--- src/rtl/hs_pkg.sv ---
// Package for the heap sorter block: word types and widths.
// Used by hs_cell, heap_sorter, heap_sorter_checker and the bench; depends on nothing.
package hs_pkg;

  localparam int unsigned VALUE_W = 32;

  // One input word: an element and its end-of-set mark.
  typedef struct packed {
    logic signed [VALUE_W-1:0] value;
    logic                      last;
  } item_t;

  // One result word.
  typedef struct packed {
    logic signed [VALUE_W-1:0] sorted_value;
    logic                      last_out;
    logic                      overflow;
  } result_t;

  // A value with a valid bit, as held in a cell or handed between cells.
  typedef struct packed {
    logic                      vld;
    logic signed [VALUE_W-1:0] val;
  } cell_data_t;

endpackage

--- src/rtl/hs_cell.sv ---
// One cell of the sorting chain: holds one element and passes the larger one on.
// Depends on hs_pkg for cell_data_t.
module hs_cell
  import hs_pkg::*;
(
  input  logic       clk_i,
  input  logic       rst_ni,
  input  logic       shift_i,
  input  cell_data_t carry_i,
  input  cell_data_t right_i,
  output cell_data_t carry_o,
  output cell_data_t hold_o
);

  cell_data_t hold_q, hold_d;
  cell_data_t carry_q, carry_d;

  // Insert: keep the smaller of held and arriving values, pass the larger right.
  // Shift: take the right neighbor's content so the chain moves toward cell zero.
  always_comb begin
    hold_d  = hold_q;
    carry_d = '{vld: 1'b0, val: hold_q.val};
    if (shift_i) begin
      hold_d = right_i;
    end else if (carry_i.vld) begin
      if (!hold_q.vld) begin
        hold_d = carry_i;
      end else if (carry_i.val > hold_q.val) begin
        carry_d = carry_i;
      end else begin
        carry_d = '{vld: 1'b1, val: hold_q.val};
        hold_d  = carry_i;
      end
    end
  end

  // Only the valid bits are cleared by reset.
  always_ff @(posedge clk_i or negedge rst_ni) begin
    if (!rst_ni) begin
      hold_q.vld  <= 1'b0;
      carry_q.vld <= 1'b0;
    end else begin
      hold_q  <= hold_d;
      carry_q <= carry_d;
    end
  end

  assign carry_o = carry_q;
  assign hold_o  = hold_q;

endmodule

--- config.mk ---
export PLATFORM = sky130hd
export DESIGN_NAME = hs_cell
export DESIGN_NICKNAME = d
export VERILOG_FILES = /design/src/rtl/hs_pkg.sv /design/src/rtl/hs_cell.sv
export SDC_FILE = /design/constraint.sdc
export NUM_CORES = 1
export LEC_CHECK = 0
export BUFFER_PORTS_ARGS = -buffer_cell sky130_fd_sc_hd__buf_2
export CELL_PAD_IN_SITES_DETAIL_PLACEMENT = 0
export CELL_PAD_IN_SITES_GLOBAL_PLACEMENT = 1
export CORE_MARGIN = 2
export CORE_UTILIZATION = 36
export CTS_BUF_LIST = sky130_fd_sc_hd__clkbuf_8
export CTS_CLUSTER_SIZE = 28
export DETAILED_ROUTE_END_ITERATION = 8
export PLACE_DENSITY_LB_ADDON = 0.1
export SYNTH_ARGS = -nofsm -noshare
export SYNTH_HDL_FRONTEND = slang
export SYNTH_SLANG_ARGS = --single-unit
--- constraint.sdc ---
create_clock -name clk_i -period 4.27 [get_ports clk_i]
set_clock_uncertainty 0.05 [all_clocks]
set_input_delay 0.854 -clock clk_i [delete_from_list [all_inputs] [get_ports clk_i]]
set_output_delay 0.854 -clock clk_i [all_outputs]
set_load 0.02 [all_outputs]
; After elaboration in Yosys (flattened, before gate mapping)
; Cells that the tools add are included.
[totals]
output_inout_bits = 66
register_bits = 66
input_bits = 69
[op_classes]
eq_ne = 1
n_reduce_logical = 2
mux = 8
order_cmp = 1
[ops]
columns = op, n
row1 = 33-bit two-way mux, 5
row2 = 32-bit two-way mux, 3
row3 = 32-bit greater-than comparator, 1
row4 = 3-bit != test (second input constant), 1
row5 = 3-bit AND reduction, 1
row6 = 2-bit nonzero test, 1

; Depth between registers and ports, before layout
[depth]
ltp_word = 5
mapped_depth = 13
depth_no_buf = 9

; Worst setup path after synthesis
; No wires, ideal clock.
[synth_timing]
path_kind = input port to flip-flop
startpoint = in carry_i[31] (netlist bit)
endpoint = reg hold_q, in the netlist hold_o[0], enable pin
arrival_time_ns = 4.116
setup_slack_ns = -0.336
stages = 11
path_buffers = 3
setup_time_ns = 0.441
cell_sequence = ha_1 buf_6 nand4_4 nor2_1 a211oi_2 o211ai_2 a21o_1 buf_6 buf_2 xnor2_1 a31oi_1
[synth_between]
elab_chain_len = 3
[synth_rtl]
columns = element, line_no
row1 = from (decl), hs_cell.sv:9  ; input cell_data_t carry_i,
row2 = 32-bit greater-than comparator, hs_cell.sv:28  ; end else if (carry_i.val > hold_q.val) begin
row3 = 3-bit != test (no line), --
row4 = 3-bit AND reduction (no line), --
row5 = to (signal assigned), hs_cell.sv:43  ; hold_q <= hold_d;
row6 = to (decl), hs_cell.sv:15  ; cell_data_t hold_q, hold_d;
; No other way between the ends.
; A chain may end at the register's enable or synchronous reset.

==> results.cfg <==
[floorplanning]
die_h_um = 112
rows = 39
initial_utilization_pct = 36.8
die_w_um = 112
io_pins = 135
fp.dieArea_um2 = 12500
core_area_um2 = 11400

[cells_and_area]
layout_common_cells = buf_2, edfxtp_1, inv_1
multiInputGateArea_um2 = 1890
antenna_cells = 0
num-fill-cells = 1137
ff_latch_area_um2 = 1970
drive_above_1_share_pct = 33.8
fin_util_pct = 45.5
syn_to_final_growth_pct = 23.7
final_nets = 628
mostFrequentLayoutCell = buf_2

[synth]
ys_seq_area_share_pct = 47.0
synth_seq_cells = 66
synthCells = 401
synth_cell_types = 37
yosysWarnings = 0
synth_area_um2 = 4200
synth_nets = 502
synth.avg_cell_area_um2 = 10.5

[status]
status = finished, final reports clean

[worst_setup_path]
reg2regPathDepth = 10
endpoint_kind = register
r2r_start = hold_o[10]
required_ns = 4.43
start_kind = primary input
rrSetupSlack_ns = 1.22
cp.arrival_ns = 3.40
regToRegEndpoint = carry_o[14]
slowest_stage = o21ai_2
crit_type = in2reg
critPathMaxFanout = 18
critical-path-max-stage-delay_ns = 0.72
crit_chain = buf_2 -> ha_1 -> a21oi_1 -> o21ai_0 -> a221oi_1 -> o211ai_1 -> a21o_1 -> buf_4 -> o21ai_2 -> a221o_1

[sta]
slew_violations = 0
min_period_ns = 3.25
fmax_mhz = 308
finalHoldViolations = 0
worstMarginPinSlew_ns = 0.919
maxSlewHeadroom_pct = 38.7
setup_tns_ns = 0
post-route-period-util_pct = 76.1
rsz0062_at_grt = no
finalSetupViolCount = 0

[grt]
grt_pass1_wl_um = 18600
antenna_found_initial = 0
overflow = 0
grt_pass1_vias = 3680
grt_use_total_pct = 18.7
grt_max_degree = 53

[pwr]
peakVddDrop_mv = 0.140
p_leak_nw = 2.29
power_density_nw_per_um2 = 362

[routing]
drt_first_iter_violations = 150
drt_wl_total_um = 11700
via_per_inst = 5.40
post_drt_wl_per_cell_um = 17.4
dr_total_vias = 3645
route.antenna.remaining_nets = 0
dr.pass1.iters = 6
post-route-drc-count = 0

[clock_tree]
ctsResizeCount = 0
h-tree-depth = 3
cts_setup_buffers = 0
postCtsHoldBufs = 0
clkSinkCount = 66
clkLatencyLatePin_ns = 0.35
cts_buffers = 9
cts_tree = done
clk_pin_slew_ns = 0.08
ctsRootBufferMaster = clkbuf_8
clock_path_buffers = 2

[run]
maxCapViolCount = 0

[placement]
place.gp.congestion = 0.747
dp_hpwl_um = 7900
port_buffers = 134

[hold_path]
hold_class = in2async
## sequential cells by signal, indices dropped and copies added (netlist names)
name     flops
hold_o      33
carry_o     33
## power by group
| part | total (W) | leakage, nW | internal (W) | switching [W] |
|---|---|---|---|---|
| Clock | 0.000576 | 0.116 | 0.000324 | 0.000252 |
| Combinational | 0.000479 | 1.54 | 0.000181 | 0.000297 |
| Sequential | 0.000823 | 0.642 | 0.000788 | 0.0000349 |
| Total | 0.00188 | 2.29 | 0.00129 | 0.000585 |
## synth_stat cells (all sizes together)
cell type	number	area share [%]
xnor2	1	0.21
nand2	43	3.8
a221oi	1	0.21
mux2i	1	0.24
o211ai	4	0.83
edfxtp	64	46
nand4	8	1.5
a2111o	1	0.27
o41ai	16	3.3
a31oi	2	0.30
mux2	15	4.0
nor2b	2	0.30
and2	2	0.30
ha	32	9.5
nor4	3	0.60
a221o	31	7.4
inv	50	4.5
o21ai	23	2.8
nor2	4	0.36
a21o	2	0.36
a21oi	28	3.3
a211oi	2	0.48
nand3	34	4.1
clkbuf	15	1.3
dfrtp	2	1.2
buf	13	2.5
nor3	1	0.12
and3	1	0.27
## worst max path at each step
stage / start / end / cells past startpoint
after floorplan: carry_i[31] / hold_o[0] / 11
after global placement: carry_i[7] / carry_o[18] / 8
after detailed placement: carry_i[14] / carry_o[10] / 8
after CTS: carry_i[14] / carry_o[18] / 8
after global routing: carry_i[7] / carry_o[11] / 8
final: carry_i[7] / carry_o[14] / 10
## per-layer routing
metal	global-route usage [%]	wire length, um	up-vias
met2	32.6	5870	142
met3	3.86	682	18
met1	23.1	4940	1710
met5	0	0	-
met4	6.50	210	0
li1	-	-	1775
## kinds of logic after synthesis
| group | after synthesis | share of synthesized area, % |
|---|---|---|
| compound gates | 110 | 19.3 |
| xor+xnor | 1 | 0.209 |
| simple gates | 98 | 11.4 |
| mux | 16 | 4.26 |
| fa+ha+maj | 32 | 9.54 |
| buf+inv | 78 | 8.31 |
| flops | 66 | 47.0 |
## stage by stage
step	cell area [um2]	hold WS [ns]	cells	setup slack (ns)	total power (W)
2_1_floorplan	4210	0.508	401	0.302	0.00115
3_3_place_gp	4980	0.549	659	0.696	0.00132
3_5_place_dp	4980	0.563	659	0.651	0.00132
4_1_cts	5190	0.573	675	1.02	0.00190
5_1_grt	5190	0.584	675	0.884	0.00198
6_report	5190	0.567	675	1.02	0.00188
## layout make-up
class / count / area share, %
repair buffers: 143 / 14.5
flip-flops and latches: 66 / 38.0
well taps: 143 / 3.45
clock inverters: 7 / 1.66
inverters: 50 / 3.61
clock buffers: 9 / 2.39
multi-input cells: 257 / 36.5
## critical path: cells and delay by family
family,cells,cell delay (ns)
compound gates,7,1.89
fa+ha+maj,1,0.32
buf+inv,2,0.33
(Power assumes the default switching activity.)
